File: config.mk
export PLATFORM = sky130hd
export DESIGN_NAME = cascaded_prescaled_timers
export DESIGN_NICKNAME = d
export VERILOG_FILES = /design/src/sv/cpt_pkg.sv /design/src/sv/cascaded_prescaled_timers.sv
export SDC_FILE = /design/constraint.sdc
export NUM_CORES = 1
export LEC_CHECK = 0
export BUFFER_PORTS_ARGS = -buffer_cell sky130_fd_sc_hd__buf_2
export CAP_MARGIN = 5
export CORE_AREA = 4 4 186 224
export DETAILED_ROUTE_END_ITERATION = 8
export DIE_AREA = 0 0 190 228
export PLACE_DENSITY_LB_ADDON = 0.05
export SETUP_SLACK_MARGIN = 0.1
export SLEW_MARGIN = 10
export SYNTH_ARGS = -nofsm -noshare
export SYNTH_HDL_FRONTEND = slang
export SYNTH_SLANG_ARGS = --single-unit
File: constraint.sdc
create_clock -name clk -period 3.8 [get_ports clk]
set_clock_uncertainty 0.15 [all_clocks]
set_input_delay 0 -clock clk [delete_from_list [all_inputs] [get_ports clk]]
set_output_delay 0 -clock clk [all_outputs]
set_load 0.01 [all_outputs]
File: src/sv/cpt_pkg.sv
// ----------------------------------------------------------------------------
// cpt_pkg
// Types and constants shared by the cascaded prescaled timer block.
// ----------------------------------------------------------------------------
package cpt_pkg;

    localparam int TB_W       = 10;
    localparam int CNT_W      = 16;
    localparam int CTL_W      = 8;
    localparam int BUF_W      = 24;
    localparam int MAX_TIMERS = 8;
    localparam int IRQ_W      = 4;

    localparam logic [1:0] CMD_TICK  = 2'd0;
    localparam logic [1:0] CMD_READ  = 2'd1;
    localparam logic [1:0] CMD_WRITE = 2'd2;

    localparam logic [BUF_W-1:0] MASK_T0 = 24'hC3FFFF;
    localparam logic [BUF_W-1:0] MASK_TN = 24'hC7FFFF;

    localparam int CTL_CASCADE = 2;
    localparam int CTL_IRQ_EN  = 6;
    localparam int CTL_ENABLE  = 7;

    localparam logic [CNT_W-1:0] CNT_MAX = 16'hFFFF;

    typedef struct packed {
        logic [1:0]  cmd;
        logic [3:0]  reg_addr;
        logic [31:0] write_data;
        logic [31:0] write_mask;
    } in_item_t;

    typedef struct packed {
        logic [31:0]      read_data;
        logic [IRQ_W-1:0] irq_pulse;
    } out_item_t;

    // Low-bit mask of the time base for prescaler codes 0..3 (shift 0, 6, 8, 10)
    function automatic logic [TB_W-1:0] presc_mask(input logic [1:0] code);
        logic [TB_W-1:0] m;
        case (code)
            2'd0:    m = 10'h000;
            2'd1:    m = 10'h03F;
            2'd2:    m = 10'h0FF;
            default: m = 10'h3FF;
        endcase
        return m;
    endfunction

endpackage

File: src/sv/cascaded_prescaled_timers.sv
// ----------------------------------------------------------------------------
// cascaded_prescaled_timers
// Cascaded 16-bit up-counting timers with a shared prescaled time base.
// ----------------------------------------------------------------------------
//  channel | signals                         | payload
//  --------+---------------------------------+-----------------------------
//  in      | in_valid / in_ready / in_item   | cmd, reg_addr, data, mask
//  out     | out_valid / out_ready / out_item| read_data, irq_pulse
//
//  One transaction per cycle unless the output stalls, through input and
//  result registers. All timer state updates in the same cycle the result
//  is registered, so the next transaction sees it. A stalled output holds
//  the input register; reset clears all timer state to zero.
// ----------------------------------------------------------------------------
module cascaded_prescaled_timers #(
    parameter int NUM_TIMERS = 4
) (
    input  logic               clk,
    input  logic               rst_n,
    input  logic               in_valid,
    output logic               in_ready,
    input  cpt_pkg::in_item_t  in_item,
    output logic               out_valid,
    input  logic               out_ready,
    output cpt_pkg::out_item_t out_item
);
    import cpt_pkg::*;

    in_item_t  in_item_reg;
    logic      in_valid_reg;
    out_item_t out_item_reg;
    out_item_t out_item_next;
    logic      out_valid_reg;
    logic      advance;

    logic [TB_W-1:0]  time_base_reg, time_base_next;
    logic [CNT_W-1:0] count_reg     [NUM_TIMERS];
    logic [CNT_W-1:0] count_next    [NUM_TIMERS];
    logic [CNT_W-1:0] reload_reg    [NUM_TIMERS];
    logic [CNT_W-1:0] reload_next   [NUM_TIMERS];
    logic [CTL_W-1:0] control_reg   [NUM_TIMERS];
    logic [CTL_W-1:0] control_next  [NUM_TIMERS];
    logic [BUF_W-1:0] buffered_reg  [NUM_TIMERS];
    logic [BUF_W-1:0] buffered_next [NUM_TIMERS];
    logic [NUM_TIMERS-1:0] update_pending_reg, update_pending_next;
    logic [NUM_TIMERS-1:0] enable_pending_reg, enable_pending_next;
    logic [NUM_TIMERS-1:0] running_reg, running_next;

    assign advance   = in_valid_reg && (!out_valid_reg || out_ready);
    assign in_ready  = !in_valid_reg || advance;
    assign out_valid = out_valid_reg;
    assign out_item  = out_item_reg;

    always_comb
    begin : timer_logic
        logic                  carry;
        logic                  inc;
        logic                  old_en;
        logic                  new_en;
        logic [TB_W-1:0]       low;
        logic [1:0]            sel;
        logic                  sel_ok;
        logic [BUF_W-1:0]      wmask;
        logic [MAX_TIMERS-1:0] irq_all;
        logic [31:0]           rd;

        carry  = 1'b0;
        inc    = 1'b0;
        old_en = 1'b0;
        new_en = 1'b0;
        low    = '0;
        irq_all = '0;
        rd     = '0;
        sel    = in_item_reg.reg_addr[3:2];
        sel_ok = 32'(sel) < NUM_TIMERS;
        wmask  = in_item_reg.write_mask[BUF_W-1:0] & ((sel == 2'd0) ? MASK_T0 : MASK_TN);

        time_base_next      = time_base_reg;
        update_pending_next = update_pending_reg;
        enable_pending_next = enable_pending_reg;
        running_next        = running_reg;
        for (int i = 0; i < NUM_TIMERS; i++)
        begin
            count_next[i]    = count_reg[i];
            reload_next[i]   = reload_reg[i];
            control_next[i]  = control_reg[i];
            buffered_next[i] = buffered_reg[i];
        end

        case (in_item_reg.cmd)
            CMD_TICK:
            begin
                for (int i = 0; i < NUM_TIMERS; i++)
                begin
                    if (i > 0 && control_reg[i][CTL_CASCADE])
                    begin
                        inc = carry && running_reg[i];
                    end
                    else
                    begin
                        low = presc_mask(control_reg[i][1:0]);
                        inc = running_reg[i] && ((time_base_reg & low) == low);
                    end
                    carry = 1'b0;
                    if (inc)
                    begin
                        if (count_reg[i] == CNT_MAX)
                        begin
                            count_next[i] = reload_reg[i];
                            carry = 1'b1;
                            irq_all[i] = control_reg[i][CTL_IRQ_EN];
                        end
                        else
                        begin
                            count_next[i] = count_reg[i] + 16'd1;
                        end
                    end
                end
                for (int i = 0; i < NUM_TIMERS; i++)
                begin
                    if (enable_pending_reg[i])
                    begin
                        enable_pending_next[i] = 1'b0;
                        running_next[i]        = 1'b1;
                        count_next[i]          = reload_reg[i];
                    end
                    if (update_pending_reg[i])
                    begin
                        old_en = control_reg[i][CTL_ENABLE];
                        new_en = buffered_reg[i][16 + CTL_ENABLE];
                        update_pending_next[i] = 1'b0;
                        reload_next[i]  = buffered_reg[i][CNT_W-1:0];
                        control_next[i] = buffered_reg[i][BUF_W-1:CNT_W];
                        if (!old_en && new_en)
                        begin
                            enable_pending_next[i] = 1'b1;
                        end
                        else if (old_en && !new_en)
                        begin
                            running_next[i] = 1'b0;
                        end
                    end
                end
                time_base_next = time_base_reg + 10'd1;
            end
            CMD_READ:
            begin
                for (int i = 0; i < NUM_TIMERS; i++)
                begin
                    if (sel_ok && 32'(sel) == i)
                    begin
                        rd = {8'd0, control_reg[i], count_reg[i]};
                    end
                end
            end
            CMD_WRITE:
            begin
                for (int i = 0; i < NUM_TIMERS; i++)
                begin
                    if (sel_ok && 32'(sel) == i)
                    begin
                        buffered_next[i] = (buffered_reg[i] & ~wmask)
                                         | (in_item_reg.write_data[BUF_W-1:0] & wmask);
                        update_pending_next[i] = 1'b1;
                    end
                end
            end
            default:
            begin
            end
        endcase

        out_item_next.read_data = rd;
        out_item_next.irq_pulse = irq_all[IRQ_W-1:0];
    end

    always_ff @(posedge clk or negedge rst_n)
    begin
        if (!rst_n)
        begin
            in_valid_reg  <= 1'b0;
            out_valid_reg <= 1'b0;
        end
        else
        begin
            if (in_ready)
            begin
                in_valid_reg <= in_valid;
            end
            if (advance)
            begin
                out_valid_reg <= 1'b1;
            end
            else if (out_ready)
            begin
                out_valid_reg <= 1'b0;
            end
        end
    end

    always_ff @(posedge clk)
    begin
        if (in_ready && in_valid)
        begin
            in_item_reg <= in_item;
        end
        if (advance)
        begin
            out_item_reg <= out_item_next;
        end
    end

    always_ff @(posedge clk or negedge rst_n)
    begin
        if (!rst_n)
        begin
            time_base_reg      <= '0;
            update_pending_reg <= '0;
            enable_pending_reg <= '0;
            running_reg        <= '0;
            for (int i = 0; i < NUM_TIMERS; i++)
            begin
                count_reg[i]    <= '0;
                reload_reg[i]   <= '0;
                control_reg[i]  <= '0;
                buffered_reg[i] <= '0;
            end
        end
        else if (advance)
        begin
            time_base_reg      <= time_base_next;
            update_pending_reg <= update_pending_next;
            enable_pending_reg <= enable_pending_next;
            running_reg        <= running_next;
            for (int i = 0; i < NUM_TIMERS; i++)
            begin
                count_reg[i]    <= count_next[i];
                reload_reg[i]   <= reload_next[i];
                control_reg[i]  <= control_next[i];
                buffered_reg[i] <= buffered_next[i];
            end
        end
    end

endmodule
# == Word-level counts from Yosys, hierarchy flattened ==
# Index checks and enable logic that the tools add are counted.
# word_totals
output_inout_bits,38
register_bits,370
mem_count,0
romBits,0
ramBits,0
word_cells,219
latchBits,0
input_bits,74
# op_classes
n_bitwise,16
order_cmp,0
n_eq_ne,25
n_div,0
mul,0
mux,75
n_reduce_logical,63
shift,0
n_addsub,5
# ops
cell,n
$mux 16,12
$and 24x24->24,6
$pmux 10 s3,4
$mux 24,4
$or 24x24->24,4
$mux 10,7
$add 16x1->16 const B,4
$eq 16x16->1 const B,4
$reduce_and 3->1,20
$mux 1,46
$and 10x10->10,4
$eq 10x10->1,4
$not 24->24,1
$mux 19,1
$logic_and 1x1->1,17
$eq 2x2->1 const B,7
$eq 2x1->1 const B,6
$logic_not 2->1,6
$reduce_bool 2->1,6
$add 10x1->10 const B,1
$logic_not 1->1,10
$ne 2x2->1 const B,4
$pmux 4 s2,1
$reduce_or 4->1,1
other kinds (3),4

# == Logic depth before layout (Yosys ltp) ==
# logic_depth
ltp_word,24
depth_mapped,10
ltp_nobuf,8

# == Worst setup path after synthesis ==
# No wires, ideal clock.
# synth_path
path_kind,reg2reg
startpoint,register count_reg[48] in the netlist's numbering
endpoint,register count_reg[7] in the netlist's numbering
period_less_slack_ns,2.719
required_ns,3.506
path_buffers,2
stages_incl_launch_ff,11
setup_ns,0.144
slack_ns,1.081
arrival_ns,2.426
path_cell_list,dfrtp_1 > ha_1 > nand4_2 > nor4b_4 > and4b_4 > o21ai_4 > a2111oi_4 > or2_1 > buf_4 > buf_6 > a221oi_1
# synth_via
elab_chain_len,19
# synth_rtl
element,line,source
start: declaration,cascaded_prescaled_timers.sv:37,logic [CNT_W-1:0] count_reg [NUM_TIMERS];
start signal: indexed assignment,cascaded_prescaled_timers.sv:237,count_reg[i] <= count_next[i];
$eq 16x16->1,cascaded_prescaled_timers.sv:107,if (count_reg[i] == CNT_MAX)
$mux 1,cascaded_prescaled_timers.sv:107,
$mux 1,cascaded_prescaled_timers.sv:105,if (inc)
$mux 1,cascaded_prescaled_timers.sv:90,case (in_item_reg.cmd)
$logic_and 1x1->1,cascaded_prescaled_timers.sv:97,inc = carry && running_reg[i];
$mux 1,cascaded_prescaled_timers.sv:95,if (i > 0 && control_reg[i][CTL_CASCADE])
$mux 1,cascaded_prescaled_timers.sv:90,
$mux 1,cascaded_prescaled_timers.sv:105,
[3 not listed],n/a,
$mux 1,cascaded_prescaled_timers.sv:90,
$mux 1,cascaded_prescaled_timers.sv:105,
$mux 1,cascaded_prescaled_timers.sv:90,
$logic_and 1x1->1,cascaded_prescaled_timers.sv:97,
$mux 1,cascaded_prescaled_timers.sv:95,
$mux 1,cascaded_prescaled_timers.sv:90,
$reduce_bool 2->1 (no source line),n/a,
$reduce_and 3->1 (no source line),n/a,
# No other way between the ends. The select of a mux whose other input is x is not followed.
# A chain may end at the register's enable or synchronous reset.

# == Worst setup path after layout ==
# layout_path
startpoint,register count_reg[49] in the netlist's numbering
endpoint,register count_reg[2] in the netlist's numbering
# The elaborated chain is that of the path after synthesis.

==> impl_metrics.py <==
metrics = {
    "critical_path": {
        "crit_path_end_kind": "flip-flop",
        "setup.worst_path.class": "reg -> reg",
        "critPathRequiredTime_ps": 4030,
        "worstPathMaxFanout": 14,
        "cp_data_arrival_time_ps": 3400,
        "start_kind": "flip-flop",
        "rr_worst_depth": 8,
    },
    "timing": {
        "tns_ps": 0,
        "hold_violations": 2,
        "tightest_slew_ps": 957,
        "fin_crit_sh": 0.835,
        "rsz0062_at_grt": "false",
        "max_freq_mhz": 315,
        "maxSlewViolCount": 0,
        "hold_slack_ps": -9.64,
        "setup_viol": 0,
        "slew_headroom": 0.362,
        "period_needed_ps": 3170,
    },
    "synth": {
        "muxShareOfSynthArea": 0.163,
        "synth_edf_count": 71,
        "synthAdderAreaFrac": 0.00421,
        "synth-seq-cells": 327,
        "netlist_instances": 1241,
        "yosys.area_share.xor_xnor": 0.00531,
        "yosysSeqAreaShare": 0.575,
        "synth_simple_gate_area_frac": 0.124,
        "synth_cell_types": 74,
        "ys.warnings.count": 0,
        "synth_compound_gate_area_share": 0.102,
        "synth_top_family_by_area": "multiplexers",
        "syn_area_sq_um": 14900,
        "ys_async_sr_fraction": 0.783,
        "synthFlopType": "dfrtp_1",
        "avgSynthCellArea_sq_um": 12.0,
    },
    "drt": {
        "wire_per_inst_microns": 22.3,
        "drt-pass1-iter-count": 5,
        "viasPerCell": 5.35,
        "ant_nets": 0,
        "remaining_drc_errors": 0,
        "finalWirelength_mm": 43.5,
        "dr_total_vias": 10500,
        "drt-initial-drc-count": 743,
    },
    "status": {
        "status": "complete, but fails checks",
        "failed_checks": "negative hold slack",
    },
    "global_routing": {
        "grt_util_all_layers": 0.201,
        "grt_pass1_wl_mm": 66.6,
        "grt_max_degree": 104,
        "antenna_found_initial": 1,
        "grt_pass1_vias": 10400,
        "grt_overflow_total": 0,
    },
    "clock_tree": {
        "cts_tree": "done",
        "cts_setup_buffers": 0,
        "htreeDepth": 2,
        "clk_path_buf_depth": 3,
        "cts_buffers": 37,
        "clkSinkCount": 327,
        "clkLatencyLatePin_ps": 540,
        "cts_root_buf": "clkbuf_16",
        "path_clk_slew_ps": 60,
        "cts-resized-gates": 0,
    },
    "layout": {
        "final_core_util": 0.450,
        "fillers": 3696,
        "antenna_cells": 0,
        "layout-drive-gt1-share": 0.268,
        "multi_input_area_sq_um": 5980,
        "fin_nets": 1470,
        "regArea_sq_um": 8540,
        "area_growth_syn_to_layout_pct": 19.7,
    },
    "floorplanning": {
        "dieArea_sq_um": 43300,
        "io_pins": 112,
        "fp-row-count": 80,
        "dieWidth_microns": 190,
        "core_sq_um": 39500,
        "start_util": 0.376,
        "chipHeight_microns": 228,
    },
    "place": {
        "port_buffers": 76,
        "globalplace.congestion": 0.864,
        "dp_hpwl_mm": 31.2,
    },
    "pwr": {
        "clockPowerShare": 0.376,
        "peakVddDrop_uv": 312,
        "power.leakage_uw": 0.00771,
        "switching_share": 0.273,
        "p_comb_frac": 0.126,
        "switchingPower_uw": 2640,
        "p_int_uw": 7040,
        "power.density_nw_per_um2": 544,
        "pwr-share-seq": 0.498,
    },
    "flow_run": {
        "cap_violations": 0,
    },
    "hold_path": {
        "min_path_type": "in -> async",
    },
}
[metal layers]
layer / routed length (microns) / global-route usage / share of wire
met1: 17800 / 0.253 / 0.41
met2: 23200 / 0.362 / 0.53
met3: 1270 / 0.0229 / 0.029
met4: 1250 / 0.0597 / 0.029
met5: 0 / 0 / 0
[metrics by stage]
step	total power (uW)	cells	setup WS [ps]	hold slack [ps]	area, sq um
after global routing	10100	1953	399	19.3	17800
final	9680	1953	626	-9.64	17800
after CTS	9830	1952	604	1.55	17800
after detailed placement	6090	1828	608	-19.2	16000
after floorplan	5420	1251	1080	-446	14900
after global placement	6060	1828	653	-21.0	16000
[timing repair]
action / CTS / global route
endpoints found under the setup margin: 0 / 0
endpoints found under the hold margin: 148 / 0
hold buffers: 56 / 0
[worst paths after layout]
check | start | endpoint | slack (ps)
worst max-delay path | count_reg[49] | count_reg[2] | 630
worst min-delay path | rst_n | in_valid_reg | -10
worst max register to register | count_reg[49] | count_reg[2] | 630
worst min register to register | flip-flop | flip-flop | 240
max in group asynchronous | rst_n | count_reg[4] | 2560
min in group clk | in_item[38] | in_item_reg[38] | 30
[synthesized netlist by cell type (6+ instances only)]
| cell | instances | area share |
|---|---|---|
| a21oi_1 | 83 | 0.028 |
| nand2_1 | 155 | 0.039 |
| clkbuf_1 | 42 | 0.011 |
| nor3_1 | 17 | 0.0057 |
| o21ai_0 | 49 | 0.017 |
| dfrtp_1 | 256 | 0.43 |
| nand3_1 | 44 | 0.015 |
| and4_1 | 6 | 0.0035 |
| buf_1 | 12 | 0.0030 |
| edfxtp_1 | 71 | 0.14 |
| a21o_1 | 8 | 0.0040 |
| mux2i_1 | 7 | 0.0047 |
| mux4_2 | 20 | 0.030 |
| and2_1 | 6 | 0.0025 |
| inv_1 | 20 | 0.0051 |
| nand2b_1 | 6 | 0.0025 |
| o22ai_1 | 15 | 0.0063 |
| and3_1 | 9 | 0.0038 |
| or3_1 | 6 | 0.0025 |
| nor2_1 | 62 | 0.016 |
| a31oi_1 | 12 | 0.0051 |
| mux2_2 | 167 | 0.13 |
| xnor2_1 | 7 | 0.0041 |
| a2bb2oi_1 | 6 | 0.0035 |
| buf_4 | 12 | 0.0061 |
| nor2b_1 | 22 | 0.0093 |
| nand4_1 | 18 | 0.0076 |
[power groups by stage]
stage	registers [uW]	logic [uW]	clock network [uW]
after floorplan	4530	884	0
after global placement	4890	1170	0
after detailed placement	4900	1190	0
after CTS	4840	1240	3760
after global routing	4890	1360	3890
final	4820	1220	3640
[cell type report]
| cell class | instances | area share |
|---|---|---|
| repair buffers | 171 | 0.0720 |
| flip-flops and latches | 327 | 0.480 |
| inverters | 20 | 0.00422 |
| multi-input cells | 834 | 0.336 |
| clock buffers | 59 | 0.0648 |
| clock inverters | 9 | 0.00535 |
| well taps | 533 | 0.0375 |
[cell usage in the layout, fill, tap and decap left out, drive strengths merged, types with 7 or more instances in the layout]
cell type    count
dfrtp          256
mux2           167
nand2          155
buf            115
a21oi           83
edfxtp          71
nor2            62
clkbuf          59
dlygate4sd3     56
o21ai           51
nand3           45
nor2b           22
inv             21
mux4            21
nand4           20
nor3            17
o22ai           15
a31oi           12
conb            11
and3             9
a21o             8
xnor2            7
mux2i            7
and4             7
[kinds of logic after synthesis]
logic type	Yosys count
buffers and inverters	90
muxes	195
other	1
xor gates and xnor gates	9
and+or+nand+nor	378
AOI/OAI and AO/OA	236
DFF	327
adders and majority gates	5
[worst max-delay path, cell delays in order, from the launching register on]
cell	delay, ps
dfrtp_1	440
ha_1	310
nand4_2	190
nor4b_4	430
and4b_4	330
o21ai_4	100
a2111oi_4	360
or2_1	530
a22oi_1	180
Note: power is estimated with default switching activity, not from simulation.
